File: config.mk
export PLATFORM = sky130hd
export DESIGN_NAME = radix_integer_to_text
export DESIGN_NICKNAME = d
export VERILOG_FILES = /design/src/rtl/core/rit_pkg.sv /design/src/rtl/core/rit_div.sv /design/src/rtl/core/rit_store.sv /design/src/rtl/core/radix_integer_to_text.sv
export SDC_FILE = /design/constraint.sdc
export NUM_CORES = 1
export LEC_CHECK = 0
export ABC_CLOCK_PERIOD_IN_PS = 11900
export BUFFER_PORTS_ARGS = -buffer_cell sky130_fd_sc_hd__buf_2
export CELL_PAD_IN_SITES_DETAIL_PLACEMENT = 1
export CELL_PAD_IN_SITES_GLOBAL_PLACEMENT = 1
export CORE_MARGIN = 2
export CORE_UTILIZATION = 41
export DETAILED_ROUTE_END_ITERATION = 10
export GPL_ROUTABILITY_DRIVEN = 0
export PLACE_DENSITY_LB_ADDON = 0.1
export SETUP_SLACK_MARGIN = 0.1
export SYNTH_ARGS = -nofsm -noshare
export SYNTH_HDL_FRONTEND = slang
export SYNTH_SLANG_ARGS = --single-unit
File: constraint.sdc
create_clock -name i_clk -period 11.9 [get_ports i_clk]
set_input_delay 2.38 -clock i_clk [delete_from_list [all_inputs] [get_ports i_clk]]
set_output_delay 2.38 -clock i_clk [all_outputs]
set_load 0.02 [all_outputs]
File: src/rtl/core/rit_pkg.sv
`timescale 1ns / 1ps
// ----------------------------------------------------------------------------
// rit_pkg
// Shared types, constants and helpers for the radix integer-to-text block.
// ----------------------------------------------------------------------------
package rit_pkg;

    // configuration register indexes
    localparam logic [1:0] CFG_BASE_LENGTH   = 2'd0;
    localparam logic [1:0] CFG_ALPHABET_LOW  = 2'd1;
    localparam logic [1:0] CFG_ALPHABET_HIGH = 2'd2;

    localparam int unsigned RIT_STEP_BITS  = 4;   // quotient bits per divider cycle
    localparam int unsigned RIT_MAX_DIGITS = 32;
    localparam int unsigned RIT_SYMBOLS    = 16;

    localparam logic [7:0] CHAR_PLUS  = 8'd43;
    localparam logic [7:0] CHAR_MINUS = 8'd45;
    localparam logic [7:0] CHAR_SPACE = 8'd32;
    localparam logic [7:0] CHAR_HIGH  = 8'd128;

    typedef enum logic [2:0] {
        ST_IDLE,
        ST_CHECK,
        ST_DIVIDE,
        ST_SIGN,
        ST_FETCH,
        ST_SEND
    } t_state;

    typedef struct packed {
        logic start;
    } t_div_ctrl;

    typedef struct packed {
        logic busy;
        logic done;
    } t_div_stat;

    typedef struct packed {
        logic       we;
        logic [4:0] waddr;
        logic [3:0] wdata;
        logic       re;
        logic [4:0] raddr;
    } t_store_req;

    function automatic logic [7:0] symbol_at(input logic [3:0] idx, input logic [127:0] alpha);
        symbol_at = alpha[{idx, 3'b000} +: 8];
    endfunction

    // true when the first len symbols form a usable digit alphabet
    function automatic logic alphabet_ok(input logic [4:0]   len,
                                         input logic [4:0]   max_base,
                                         input logic [127:0] alpha);
        logic       ok;
        logic [7:0] ci;
        logic [7:0] cj;
        ok = (len >= 5'd2) && (len <= max_base) && (len <= 5'(RIT_SYMBOLS));
        for (int i = 0; i < RIT_SYMBOLS; i++) begin
            ci = alpha[i*8 +: 8];
            if (5'(i) < len) begin
                if (ci == CHAR_PLUS || ci == CHAR_MINUS || ci <= CHAR_SPACE || ci >= CHAR_HIGH)
                    ok = 1'b0;
                for (int j = i + 1; j < RIT_SYMBOLS; j++) begin
                    cj = alpha[j*8 +: 8];
                    if (5'(j) < len && cj == ci)
                        ok = 1'b0;
                end
            end
        end
        alphabet_ok = ok;
    endfunction

endpackage

File: src/rtl/core/rit_div.sv
`timescale 1ns / 1ps
// ----------------------------------------------------------------------------
// rit_div
// Iterative restoring divider by a small radix, four quotient bits a cycle.
// ----------------------------------------------------------------------------
module rit_div #(
    parameter int VALUE_BITS = 32
) (
    input  logic                  i_clk,
    input  logic                  i_rst_n,
    input  rit_pkg::t_div_ctrl    i_ctrl,
    input  logic [VALUE_BITS-1:0] i_dividend,
    input  logic [4:0]            i_radix,
    output rit_pkg::t_div_stat    o_stat,
    output logic [VALUE_BITS-1:0] o_quotient,
    output logic [3:0]            o_remainder
);
    localparam int STEP     = rit_pkg::RIT_STEP_BITS;
    localparam int PAD_BITS = ((VALUE_BITS + STEP - 1) / STEP) * STEP;
    localparam int STEPS    = PAD_BITS / STEP;
    localparam int CNT_W    = $clog2(STEPS + 1);

    logic [PAD_BITS-1:0] r_quo, n_quo;
    logic [3:0]          r_rem, n_rem;
    logic [CNT_W-1:0]    r_cnt;
    logic                r_done;

    // dividend bits leave at the top while quotient bits enter at the bottom
    always_comb begin
        logic [4:0]          t;
        logic [PAD_BITS-1:0] w;
        logic [3:0]          rm;
        w  = r_quo;
        rm = r_rem;
        for (int j = 0; j < STEP; j++) begin
            t = {rm, w[PAD_BITS-1]};
            w = {w[PAD_BITS-2:0], 1'b0};
            if (t >= i_radix) begin
                t    = t - i_radix;
                w[0] = 1'b1;
            end
            rm = t[3:0];
        end
        n_quo = w;
        n_rem = rm;
    end

    always_ff @(posedge i_clk) begin
        if (!i_rst_n) begin
            r_cnt  <= '0;
            r_done <= 1'b0;
        end else if (i_ctrl.start) begin
            r_cnt  <= CNT_W'(STEPS);
            r_done <= 1'b0;
        end else if (r_cnt != '0) begin
            r_cnt  <= r_cnt - CNT_W'(1);
            r_done <= (r_cnt == CNT_W'(1));
        end else begin
            r_done <= 1'b0;
        end
    end

    always_ff @(posedge i_clk) begin
        if (i_ctrl.start) begin
            r_quo <= PAD_BITS'(i_dividend);
            r_rem <= '0;
        end else if (r_cnt != '0) begin
            r_quo <= n_quo;
            r_rem <= n_rem;
        end
    end

    assign o_stat.busy = (r_cnt != '0);
    assign o_stat.done = r_done;
    assign o_quotient  = r_quo[VALUE_BITS-1:0];
    assign o_remainder = r_rem;

endmodule

File: src/rtl/core/rit_store.sv
`timescale 1ns / 1ps
// ----------------------------------------------------------------------------
// rit_store
// Digit store: 32 entries of one digit index, registered read.
// ----------------------------------------------------------------------------
module rit_store (
    input  logic                i_clk,
    input  rit_pkg::t_store_req i_req,
    output logic [3:0]          o_rdata
);
    logic [3:0] r_mem [rit_pkg::RIT_MAX_DIGITS];
    logic [3:0] r_rdata;

    always_ff @(posedge i_clk) begin
        if (i_req.we)
            r_mem[i_req.waddr] <= i_req.wdata;
    end

    always_ff @(posedge i_clk) begin
        if (i_req.re)
            r_rdata <= r_mem[i_req.raddr];
    end

    assign o_rdata = r_rdata;

endmodule

File: src/rtl/core/radix_integer_to_text.sv
`timescale 1ns / 1ps
// ----------------------------------------------------------------------------
// radix_integer_to_text
// Writes a signed integer as text in a configurable radix, one character a beat.
// ----------------------------------------------------------------------------
// One value is taken at a time; o_ready is high only while the block is idle.
// After a value is taken, the ST_CHECK state checks the alphabet (a bad
// alphabet gives no beats and the block is ready again on the next cycle).
// Each digit then passes through the shared divider, which retires four
// quotient bits a cycle, and each output character takes a digit store read,
// then an output register load, plus stall time on the output. A negative
// value first emits the sign.
// Configuration is written through a plain write port; the user must write it
// only while idle, and the block itself does not enforce this.
// ----------------------------------------------------------------------------
module radix_integer_to_text #(
    parameter int MAX_BASE   = 16,
    parameter int VALUE_BITS = 32
) (
    input  logic                         i_clk,
    input  logic                         i_rst_n,
    // input beats
    input  logic                         i_valid,
    output logic                         o_ready,
    input  logic signed [VALUE_BITS-1:0] i_value,
    // output beats
    output logic                         o_valid,
    input  logic                         i_ready,
    output logic [7:0]                   o_out_char,
    output logic                         o_last,
    // configuration
    input  logic                         i_cfg_we,
    input  logic [1:0]                   i_cfg_index,
    input  logic [63:0]                  i_cfg_data
);
    rit_pkg::t_state     r_state, n_state;
    logic [4:0]          r_base_length;
    logic [63:0]         r_alpha_low;
    logic [63:0]         r_alpha_high;
    logic [VALUE_BITS-1:0] r_value;
    logic                r_neg, n_neg;
    logic [5:0]          r_count, n_count;
    logic                r_out_valid;
    logic [7:0]          r_out_char;
    logic                r_out_last;

    logic [127:0]        alpha;
    logic                alpha_ok;
    logic                neg;
    logic [VALUE_BITS-1:0] mag;
    logic                out_free;
    logic                load_out;
    logic [7:0]          load_char;
    logic                load_last;

    rit_pkg::t_div_ctrl  div_ctrl;
    rit_pkg::t_div_stat  div_stat;
    logic [VALUE_BITS-1:0] dividend;
    logic [VALUE_BITS-1:0] quotient;
    logic [3:0]          remainder;
    rit_pkg::t_store_req store_req;
    logic [3:0]          store_rdata;

    assign alpha    = {r_alpha_high, r_alpha_low};
    assign alpha_ok = rit_pkg::alphabet_ok(r_base_length, 5'(MAX_BASE), alpha);
    assign neg      = r_value[VALUE_BITS-1];
    assign mag      = neg ? (~r_value + VALUE_BITS'(1)) : r_value;
    assign out_free = !r_out_valid || i_ready;

    always_ff @(posedge i_clk) begin
        if (!i_rst_n) begin
            r_base_length <= '0;
            r_alpha_low   <= '0;
            r_alpha_high  <= '0;
        end else if (i_cfg_we) begin
            case (i_cfg_index)
                rit_pkg::CFG_BASE_LENGTH:   r_base_length <= i_cfg_data[4:0];
                rit_pkg::CFG_ALPHABET_LOW:  r_alpha_low   <= i_cfg_data;
                rit_pkg::CFG_ALPHABET_HIGH: r_alpha_high  <= i_cfg_data;
                default: ;
            endcase
        end
    end

    always_ff @(posedge i_clk) begin
        if (!i_rst_n) begin
            r_state <= rit_pkg::ST_IDLE;
            r_neg   <= 1'b0;
            r_count <= '0;
        end else begin
            r_state <= n_state;
            r_neg   <= n_neg;
            r_count <= n_count;
        end
    end

    always_ff @(posedge i_clk) begin
        if (i_valid && o_ready)
            r_value <= i_value;
    end

    always_ff @(posedge i_clk) begin
        if (!i_rst_n) begin
            r_out_valid <= 1'b0;
        end else if (load_out) begin
            r_out_valid <= 1'b1;
        end else if (i_ready) begin
            r_out_valid <= 1'b0;
        end
    end

    always_ff @(posedge i_clk) begin
        if (load_out) begin
            r_out_char <= load_char;
            r_out_last <= load_last;
        end
    end

    always_comb begin
        n_state   = r_state;
        n_neg     = r_neg;
        n_count   = r_count;
        o_ready   = 1'b0;
        div_ctrl  = '0;
        dividend  = mag;
        store_req = '0;
        load_out  = 1'b0;
        load_char = '0;
        load_last = 1'b0;
        case (r_state)
            rit_pkg::ST_IDLE: begin
                o_ready = 1'b1;
                if (i_valid)
                    n_state = rit_pkg::ST_CHECK;
            end
            rit_pkg::ST_CHECK: begin
                if (!alpha_ok) begin
                    n_state = rit_pkg::ST_IDLE;
                end else begin
                    n_neg          = neg;
                    n_count        = '0;
                    div_ctrl.start = 1'b1;
                    n_state        = rit_pkg::ST_DIVIDE;
                end
            end
            rit_pkg::ST_DIVIDE: begin
                if (div_stat.done) begin
                    store_req.we    = 1'b1;
                    store_req.waddr = r_count[4:0];
                    store_req.wdata = remainder;
                    n_count         = r_count + 6'd1;
                    if (quotient != '0 && n_count < 6'(rit_pkg::RIT_MAX_DIGITS)) begin
                        div_ctrl.start = 1'b1;
                        dividend       = quotient;
                    end else begin
                        n_state = r_neg ? rit_pkg::ST_SIGN : rit_pkg::ST_FETCH;
                    end
                end
            end
            rit_pkg::ST_SIGN: begin
                if (out_free) begin
                    load_out  = 1'b1;
                    load_char = rit_pkg::CHAR_MINUS;
                    n_state   = rit_pkg::ST_FETCH;
                end
            end
            rit_pkg::ST_FETCH: begin
                // r_count now walks down as the emit index
                store_req.re    = 1'b1;
                n_count         = r_count - 6'd1;
                store_req.raddr = n_count[4:0];
                n_state         = rit_pkg::ST_SEND;
            end
            rit_pkg::ST_SEND: begin
                if (out_free) begin
                    load_out  = 1'b1;
                    load_char = rit_pkg::symbol_at(store_rdata, alpha);
                    load_last = (r_count == '0);
                    n_state   = (r_count == '0) ? rit_pkg::ST_IDLE : rit_pkg::ST_FETCH;
                end
            end
            default: n_state = rit_pkg::ST_IDLE;
        endcase
    end

    rit_div #(
        .VALUE_BITS(VALUE_BITS)
    ) u_div (
        .i_clk      (i_clk),
        .i_rst_n    (i_rst_n),
        .i_ctrl     (div_ctrl),
        .i_dividend (dividend),
        .i_radix    (r_base_length),
        .o_stat     (div_stat),
        .o_quotient (quotient),
        .o_remainder(remainder)
    );

    rit_store u_store (
        .i_clk  (i_clk),
        .i_req  (store_req),
        .o_rdata(store_rdata)
    );

    assign o_valid    = r_out_valid;
    assign o_out_char = r_out_char;
    assign o_last     = r_out_last;

    // divider is only kicked while checking or dividing
    a_start_state: assert property (@(posedge i_clk) disable iff (!i_rst_n)
        div_ctrl.start |-> (r_state == rit_pkg::ST_CHECK || r_state == rit_pkg::ST_DIVIDE))
        else $error("divider started outside divide phase");

    // no new value while the divider still runs
    a_idle_div: assert property (@(posedge i_clk) disable iff (!i_rst_n)
        o_ready |-> !div_stat.busy)
        else $error("ready while divider busy");

    a_count_range: assert property (@(posedge i_clk) disable iff (!i_rst_n)
        r_count <= 6'(rit_pkg::RIT_MAX_DIGITS))
        else $error("digit count out of range");

    // loading the final character returns the sequencer to idle
    a_last_idle: assert property (@(posedge i_clk) disable iff (!i_rst_n)
        (load_out && load_last) |=> (r_state == rit_pkg::ST_IDLE))
        else $error("last beat loaded without returning to idle");

endmodule
==> results of run 1 <==
worst paths after layout:
path	from	to	slack, ps	cells after the start
max	r_base_length[1]$_SDFFE_PN0P_	u_div.o_remainder[0]$_SDFFE_PN0N_	3650	33
max reg2reg	r_base_length[1]$_SDFFE_PN0P_	u_div.o_remainder[0]$_SDFFE_PN0N_	3650	33
min reg2reg	r_alpha_high[41]$_SDFFE_PN0P_	r_alpha_high[41]$_SDFFE_PN0P_	470	2
min	r_alpha_high[41]$_SDFFE_PN0P_	r_alpha_high[41]$_SDFFE_PN0P_	470	2
critical path: cells and delay by family (launching register included):
family | cells | cell delay (ps)
compound gates | 18 | 3910
fa+ha+maj | 4 | 1210
simple gates | 5 | 560
buf+inv | 3 | 550
flops | 1 | 830
mux | 3 | 1060
sequential cells by signal (all words and copies together) (netlist names), 3 cells and up:
signal,count
u_store.r_mem,128
r_alpha_high,64
r_base_length,5
u_store.o_rdata,4
r_state,3
u_div.o_quotient,32
r_alpha_low,64
o_out_char,8
r_value,32
r_count,6
u_div.o_remainder,4
u_div.r_cnt,4
cell type report:
class | count | area [µm²]
Fill cell | 8052 | 39300
Multi-Input combinational cell | 2437 | 18400
Sequential cell | 358 | 9220
Timing Repair Buffer | 262 | 1690
Tap cell | 950 | 1190
Clock buffer | 50 | 1100
Clock inverter | 26 | 265
Inverter | 31 | 116
Antenna cell | 1 | 2.50
cell usage after synthesis, drive strengths merged, types with 29 or more instances:
cell type / n
a21boi: 136
a21oi: 51
a31oi: 36
buf: 270
clkbuf: 83
dfxtp: 153
edfxtp: 205
inv: 29
mux2: 40
mux4: 53
nand2: 330
nand3: 87
nand4: 83
nor2: 80
nor3: 36
nor4: 206
o21ai: 65
xnor2: 327
xor2: 673
power breakdown:
part	switching (W)	leakage (nW)	total [W]	internal [W]
combinational	0.000785	10.5	0.00138	0.000595
sequential	0.0000779	3.29	0.00153	0.00145
clock	0.000567	0.655	0.00130	0.000732
total	0.00143	14.4	0.00420	0.00277
kinds of logic after synthesis:
family / synth area share [%]
xor+xnor: 29.7
simple gates: 15.5
fa+ha+maj: 1.33
mux: 6.30
compound gates: 9.25
flops: 31.3
buf+inv: 6.57
metal layers:
metal | part of all wire, % | global-route usage [%] | wire [µm] | vias to the layer above
met3 | 8.0 | 6.96 | 9580 | 451
met4 | 6.7 | 19.7 | 8100 | 4
met2 | 47 | 53.0 | 56000 | 1201
met5 | 0.019 | 0 | 23 | -
li1 | - | - | - | 10900
met1 | 39 | 38.1 | 46500 | 12800
metrics by stage:
stage	area (µm²)	std cells	setup slack (ps)	hold WS, ps
2_1_floorplan	29400	3179	4970	454
3_3_place_gp	30600	4038	4010	453
3_5_place_dp	30600	4038	3670	470
4_1_cts	31900	4114	3670	479
5_1_grt	31900	4115	3050	497
6_report	31900	4115	3650	475
==> impl_metrics.json, run 1 <==
{
  "maxSlewHeadroom_pct": 10.8,
  "dr.pass1.iters": 6,
  "synth_top_area_share_pct": 20.9,
  "utilization_pct": 44.8,
  "worstPathRequired_ps": 12410,
  "grt_usage_pct": 32.1,
  "peakVddDrop_uv": 146,
  "clock_latency_ps": 630,
  "num_vias": 25400,
  "initial_core_util_pct": 41.3,
  "startpoint_type": "flip-flop",
  "power_w": 0.00420,
  "drive_gt1_share_pct": 14.0,
  "io-pin-count": 114,
  "crit_arrival_ps": 8750,
  "ys.flop_type": "edfxtp_1",
  "synth_area_leaders": "edfxtp_1, xor2_1, dfxtp_1",
  "critPathCaptureType": "flip-flop",
  "wl_per_cell_um": 29.2,
  "hpwl_mm": 75.7,
  "grt_max_degree": 90,
  "antenna_found_initial": 5,
  "cts.clk_slew.worst_paths_ps": 60,
  "synth_seq_cells": 358,
  "core_area_um2": 71200,
  "routed_wl_mm": 120,
  "dieArea_um2": 74000,
  "die_w_um": 272,
  "rsz0062_at_grt": "no",
  "rows": 98,
  "tritoncts": "yes",
  "synthCells": 3179,
  "cts_hold_buf": 0,
  "synth_area_um2": 29400,
  "slowest_stage": "dfxtp_1",
  "syn_to_final_growth_pct": 8.46,
  "max_freq_ghz": 0.121,
  "crit_type": "flip-flop to flip-flop",
  "clock-sinks": 358,
  "maxSlewViolCount": 0,
  "power_density_nw_per_um2": 132,
  "critPathMostFrequentCell": "a21o_1",
  "syn_nets": 3311,
  "max_cap_viol_count": 0,
  "cts_resized": 0,
  "final_cell_mix": "xor2_1, nand2_1, xnor2_1",
  "fin_crit_ps": 8250,
  "synth_edf_count": 205,
  "power_leakage_nw": 14.4,
  "clockRootBuffer": "clkbuf_16",
  "tightest_slew_ps": 1340,
  "viasPerCell": 6.16,
  "drt-initial-drc-count": 2269,
  "cts_setup_buffers": 0,
  "max_stage_delay_ps": 830,
  "post_synth_num_cell_types": 77,
  "postSynthAreaPerCell_um2": 9.26,
  "cts_max_level": 2,
  "portBuffers": 113,
  "fin_crit_sh_pct": 69.3,
  "critPathMaxFanout": 15,
  "layout_commonest_cell": "xor2_1",
  "grt_pass1_wl_mm": 178,
  "ant_nets": 0,
  "die_y_um": 272,
  "grt_overflow_total": 0,
  "grt_pass1_vias": 26700,
  "hold_viol_final": 0,
  "skew_ps": 23.0,
  "fin_setup_tns_ps": 0,
  "yosysTopAreaCell": "edfxtp_1",
  "async_flop_share_pct": 0,
  "synth_warnings": 0,
  "numCtsBuffers": 42,
  "cts_buffer_depth": 3,
  "ys_seq_area_share_pct": 31.3,
  "drcViolationCount": 0,
  "finalSetupViolations": 0,
  "fin_nets": 3264,
  "hp-class": "flip-flop to flip-flop",
  "status": "completed"
}
Power figures use the tool's default switching activity.
==> inputs of run 2 (changes only) <==
--- a/config.mk
+++ b/config.mk
@@ -5,7 +5,7 @@
 export SDC_FILE = /design/constraint.sdc
 export NUM_CORES = 1
 export LEC_CHECK = 0
-export ABC_CLOCK_PERIOD_IN_PS = 11900
+export ABC_CLOCK_PERIOD_IN_PS = 7740
 export BUFFER_PORTS_ARGS = -buffer_cell sky130_fd_sc_hd__buf_2
 export CELL_PAD_IN_SITES_DETAIL_PLACEMENT = 1
 export CELL_PAD_IN_SITES_GLOBAL_PLACEMENT = 1
==> constraint.sdc (replaced) <==
create_clock -name i_clk -period 7.74 [get_ports i_clk]
set_input_delay 1.548 -clock i_clk [delete_from_list [all_inputs] [get_ports i_clk]]
set_output_delay 1.548 -clock i_clk [all_outputs]
set_load 0.02 [all_outputs]
==> run 2 against run 1 <==
  * Core utilization grew 0.20 points
  * Fmax rose by 17%
  * Non-clock buffer count increased by 11
  * Via count down 0.21%
  * Final area rose by 0.45%
  * Register-to-register slack worse by 3000 ps
  * Setup slack worse by 3000 ps
  * Sequential power is 54% higher
  * Sequential share of layout area decreased by 0.13 points
  * Critical endpoint unchanged
==> impl_metrics.json, run 2 (same netlist as run 1, synthesis figures left out) <==
{
  "grt_max_degree": 90,
  "drive_gt1_share_pct": 14.6,
  "cts.clk_slew.worst_paths_ps": 60,
  "startpoint_type": "flip-flop",
  "design_area_um2": 32100,
  "reg2regPathDepth": 32,
  "hold_viol_final": 0,
  "fin_crit_sh_pct": 91.1,
  "power_density_nw_per_um2": 206,
  "critPathCaptureType": "flip-flop",
  "largest_reg_flops": 128,
  "worstPathRequired_ps": 8220,
  "maxSlewHeadroom_pct": 24.8,
  "max_stage_delay_ps": 470,
  "critPathLaunch": "r_base_length[2]$_SDFFE_PN0P_",
  "max_cap_viol_count": 0,
  "cts_hold_buf": 0,
  "hpwl_mm": 76.5,
  "ant_nets": 0,
  "drt-initial-drc-count": 2395,
  "utilization_pct": 45.0,
  "grt_pass1_wl_mm": 177,
  "rsz0062_at_grt": "no",
  "critPathMaxFanout": 12,
  "routed_wl_mm": 120,
  "grt_overflow_total": 0,
  "hp-start": "r_alpha_high[45]$_SDFFE_PN0P_",
  "hp-class": "flip-flop to flip-flop",
  "dr.pass1.iters": 5,
  "syn_to_final_growth_pct": 8.95,
  "io-pin-count": 114,
  "largestRegisters": "u_store.r_mem: 128 flops, r_alpha_high: 64 flops, r_alpha_low: 64 flops",
  "power_leakage_nw": 14.5,
  "tritoncts": "yes",
  "max_freq_ghz": 0.142,
  "hold_depth": 2,
  "skew_ps": 33.9,
  "antenna_found_initial": 1,
  "cts_max_level": 2,
  "status": "completed",
  "clockRootBuffer": "clkbuf_16",
  "die_y_um": 272,
  "critPathMostFrequentCell": "a21o_1",
  "initial_core_util_pct": 41.3,
  "power_w": 0.00662,
  "die_w_um": 272,
  "drcViolationCount": 0,
  "regMostFlops": "u_store.r_mem",
  "slowest_stage": "dfxtp_2",
  "fin_crit_ps": 7050,
  "cts_buffer_depth": 3,
  "maxSlewViolCount": 0,
  "rows": 98,
  "portBuffers": 113,
  "tightest_slew_ps": 1130,
  "final_cell_mix": "xor2_1, nand2_1, xnor2_1",
  "dieArea_um2": 74000,
  "antennaDiodeCount": 0,
  "place_area_um2": 30600,
  "viasPerCell": 6.14,
  "clock-sinks": 358,
  "num_vias": 25300,
  "worstReg2RegStart": "r_base_length[2]$_SDFFE_PN0P_",
  "crit_type": "flip-flop to flip-flop",
  "numCtsBuffers": 41,
  "finalSetupViolations": 0,
  "grt_pass1_vias": 26400,
  "peakVddDrop_uv": 247,
  "core_area_um2": 71200,
  "wl_per_cell_um": 29.0,
  "crit_arrival_ps": 7530,
  "fin_setup_tns_ps": 0,
  "grt_usage_pct": 31.9,
  "layout_commonest_cell": "xor2_1",
  "clock_latency_ps": 620,
  "fin_nets": 3274
}
[run 2: cell types whose count changed in the layout (fill, tap and decap cells not counted), sizes merged]
| cell | change |
|---|---|
| bufinv | +2 |
| clkbuf | -1 |
| buf | +11 |
| clkinvlp | -2 |
| diode | -1 |
[run 2: path summary, 6_finish.rpt]
check | end | slack, ps
setup / recovery | u_div.o_remainder[0]$_SDFFE_PN0N_ | 690
hold reg to reg | r_alpha_high[45]$_SDFFE_PN0P_ | 470
setup reg to reg | u_div.o_remainder[0]$_SDFFE_PN0N_ | 690
hold / removal | r_alpha_high[45]$_SDFFE_PN0P_ | 470
[run 2: layer usage]
layer	global-route usage [%]	share of wire (%)	wire, µm
met1	39.5	39	47200
met2	52.6	46	55300
met3	5.76	7.8	9390
met4	17.7	6.5	7740
met5	0	0.011	13
[run 2: repair_timing]
item                       4_1_cts  5_1_grt
setup buffers                    0        0
setup endpoints to repair        0        5
gates resized for setup          0        5
[run 2: worst max-delay path, delay by kind of cell (launching register included)]
family	cells	cell delay, ps
buffers and inverters	3	250
AO/OA/AOI/OAI	18	3580
adder cells (fa/ha/maj)	4	1140
AND/OR/NAND/NOR	4	500
flip-flops	1	470
multiplexers	3	990
[run 2: report_power, final]
group,internal (W),switching (W)
Combinational,0.000954,0.00124
Clock,0.00120,0.000881
Sequential,0.00223,0.000121
[run 2: area by class of cell]
class,count,area [µm²]
multi-input cells,2437,18400
repair buffers,273,1770
clock buffers,49,1120
flip-flops and latches,358,9220
well taps,950,1190
fillers,8052,39200
clock inverters,26,305
inverters,31,116
[run 2: stage by stage]
stage	setup WS, ps	cells	hold WS, ps
5_1_grt	153	4124	510
3_3_place_gp	606	4049	454
2_1_floorplan	807	3179	454
6_report	689	4124	466
3_5_place_dp	284	4049	463
4_1_cts	272	4124	471
==> inputs of run 3 (changes only) <==
--- a/config.mk
+++ b/config.mk
@@ -5,7 +5,7 @@
 export SDC_FILE = /design/constraint.sdc
 export NUM_CORES = 1
 export LEC_CHECK = 0
-export ABC_CLOCK_PERIOD_IN_PS = 7740
+export ABC_CLOCK_PERIOD_IN_PS = 6800
 export BUFFER_PORTS_ARGS = -buffer_cell sky130_fd_sc_hd__buf_2
 export CELL_PAD_IN_SITES_DETAIL_PLACEMENT = 1
 export CELL_PAD_IN_SITES_GLOBAL_PLACEMENT = 1
==> constraint.sdc (replaced) <==
create_clock -name i_clk -period 6.8 [get_ports i_clk]
set_input_delay 1.36 -clock i_clk [delete_from_list [all_inputs] [get_ports i_clk]]
set_output_delay 1.36 -clock i_clk [all_outputs]
set_load 0.02 [all_outputs]
==> run 3 against run 2 <==
  * Power is 21% higher
  * Flip-flop and latch count is the same
  * Fmax increased by 9.1%
  * Clock skew up 17 ps
  * Cell count increased by 0.56%
  * Non-clock buffer count rose by 17
  * First-iteration DRC count down 3.3%
  * Clock power grew 11%
  * Register-to-register slack lost 350 ps
  * Highest routed layer unchanged
==> impl_metrics.json, run 3 (same netlist as run 1, synthesis figures left out) <==
{
  "clockRootBuffer": "clkbuf_16",
  "routed_wl_mm": 123,
  "drcViolationCount": 0,
  "numCtsBuffers": 43,
  "core_area_um2": 71200,
  "grt_max_degree": 89,
  "crit_arrival_ps": 6790,
  "seq_power_share_pct": 34.1,
  "dpl_worst_slack_ps": -75.2,
  "slowest_stage": "dfxtp_2",
  "fin_nets": 3293,
  "critPathCaptureType": "flip-flop",
  "p_sw_w": 0.00276,
  "startpoint_type": "flip-flop",
  "dr.pass1.iters": 5,
  "status": "completed",
  "power_w": 0.00805,
  "regMostFlops": "u_store.r_mem",
  "drt-initial-drc-count": 2315,
  "ant_nets": 0,
  "maxSlewViolCount": 0,
  "io-pin-count": 114,
  "fin_crit_ps": 6460,
  "drive_gt1_share_pct": 15.2,
  "power_leakage_nw": 14.6,
  "grt_usage_pct": 32.6,
  "fin_setup_tns_ps": 0,
  "fin_crit_sh_pct": 95.0,
  "cts_max_level": 2,
  "crit_type": "flip-flop to flip-flop",
  "grt_pass1_wl_mm": 181,
  "internal-power_w": 0.00528,
  "antenna_found_initial": 6,
  "initial_core_util_pct": 41.3,
  "hp-class": "flip-flop to flip-flop",
  "syn_to_final_growth_pct": 9.64,
  "max_cap_viol_count": 0,
  "grt_pass1_vias": 26800,
  "tritoncts": "yes",
  "num_vias": 25600,
  "wl_per_cell_um": 29.6,
  "rsz0062_at_grt": "no",
  "clock_power_share_pct": 28.8,
  "tightest_slew_ps": 1150,
  "max_stage_delay_ps": 330,
  "max_freq_ghz": 0.155,
  "utilization_pct": 45.3,
  "combPwrFrac_pct": 37.2,
  "largest_reg_flops": 128,
  "cts.clk_slew.worst_paths_ps": 60,
  "clock_latency_ps": 630,
  "fin_ws_ps": 337,
  "dieArea_um2": 74000,
  "cts_buffer_depth": 3,
  "largestRegisters": "u_store.r_mem: 128 flops, r_alpha_high: 64 flops, r_alpha_low: 64 flops",
  "rows": 98,
  "worstPathRequired_ps": 7130,
  "layout_commonest_cell": "xor2_1",
  "portBuffers": 113,
  "die_y_um": 272,
  "p_sw_share_pct": 34.3,
  "die_w_um": 272,
  "finalSetupViolations": 0,
  "skew_ps": 51.0,
  "final_cell_mix": "xor2_1, nand2_1, xnor2_1",
  "clock-sinks": 358,
  "maxSlewHeadroom_pct": 23.1,
  "critPathMaxFanout": 7,
  "power_density_nw_per_um2": 249,
  "peakVddDrop_uv": 296,
  "reg2regPathDepth": 34,
  "viasPerCell": 6.17,
  "hold_depth": 2,
  "hpwl_mm": 82.7,
  "hold_viol_final": 0,
  "grt_overflow_total": 0,
  "critPathMostFrequentCell": "a21o_1"
}
[run 3: final timing paths]
| check | start | endpoint | slack [ps] |
|---|---|---|---|
| max | r_base_length[1]$_SDFFE_PN0P_ | u_div.o_quotient[0]$_DFFE_PP_ | 340 |
| min reg2reg | r_alpha_high[43]$_SDFFE_PN0P_ | r_alpha_high[43]$_SDFFE_PN0P_ | 470 |
| max reg2reg | r_base_length[1]$_SDFFE_PN0P_ | u_div.o_quotient[0]$_DFFE_PP_ | 340 |
| min | r_alpha_high[43]$_SDFFE_PN0P_ | r_alpha_high[43]$_SDFFE_PN0P_ | 470 |
[run 3: routing by layer]
layer | share of wire, % | up-vias | global-route usage (%) | wire length [µm]
met5 | 0.032 | - | 0 | 39
met4 | 6.5 | 6 | 18.9 | 8020
met3 | 8.5 | 449 | 7.50 | 10400
met2 | 46 | 1240 | 53.4 | 56400
met1 | 39 | 12900 | 39.3 | 47900
li1 | - | 11000 | - | -
[run 3: power by group through the flow]
stage | logic [W] | registers [W] | clock network [W]
after floorplan | 0.00189 | 0.00264 | 0
after global placement | 0.00229 | 0.00277 | 0
after detailed placement | 0.00243 | 0.00278 | 0
after CTS | 0.00259 | 0.00274 | 0.00237
after global routing | 0.00326 | 0.00276 | 0.00245
final | 0.00299 | 0.00274 | 0.00231
[run 3: per-stage QoR]
stage,hold WS (ps),area (µm²),std cells
after global routing,509,32300,4144
after CTS,469,32100,4138
after global placement,453,30700,4056
after detailed placement,461,30700,4056
after floorplan,454,29500,3179
final,467,32300,4147
[run 3: layout make-up]
cell class                      instances  area (µm²)
Inverter                               31         116
Tap cell                              950        1190
Clock buffer                           61        1180
Multi-Input combinational cell       2437       18500
Fill cell                            8079       39000
Antenna cell                            3        7.51
Clock inverter                         17         206
Sequential cell                       358        9220
Timing Repair Buffer                  290        1910
[run 3: timing repair]
| item | in CTS | in global routing |
|---|---|---|
| cloned | 0 | 0 |
| buffers inserted | 4 | 6 |
| hold buffers | 0 | 0 |
| gates resized for setup | 0 | 22 |
| setup endpoints to repair | 4 | 5 |
| endpoints found under the hold margin | 0 | 0 |
| pin swaps | 2 | 9 |
[run 3: worst max-delay path: cells and delay by family, from the launching register on]
| kind | cells | cell delay [ps] |
|---|---|---|
| multiplexers | 4 | 900 |
| AO/OA/AOI/OAI | 16 | 2960 |
| adder cells (fa/ha/maj) | 4 | 1000 |
| AND/OR/NAND/NOR | 5 | 590 |
| flip-flops | 1 | 330 |
| buffers and inverters | 5 | 420 |
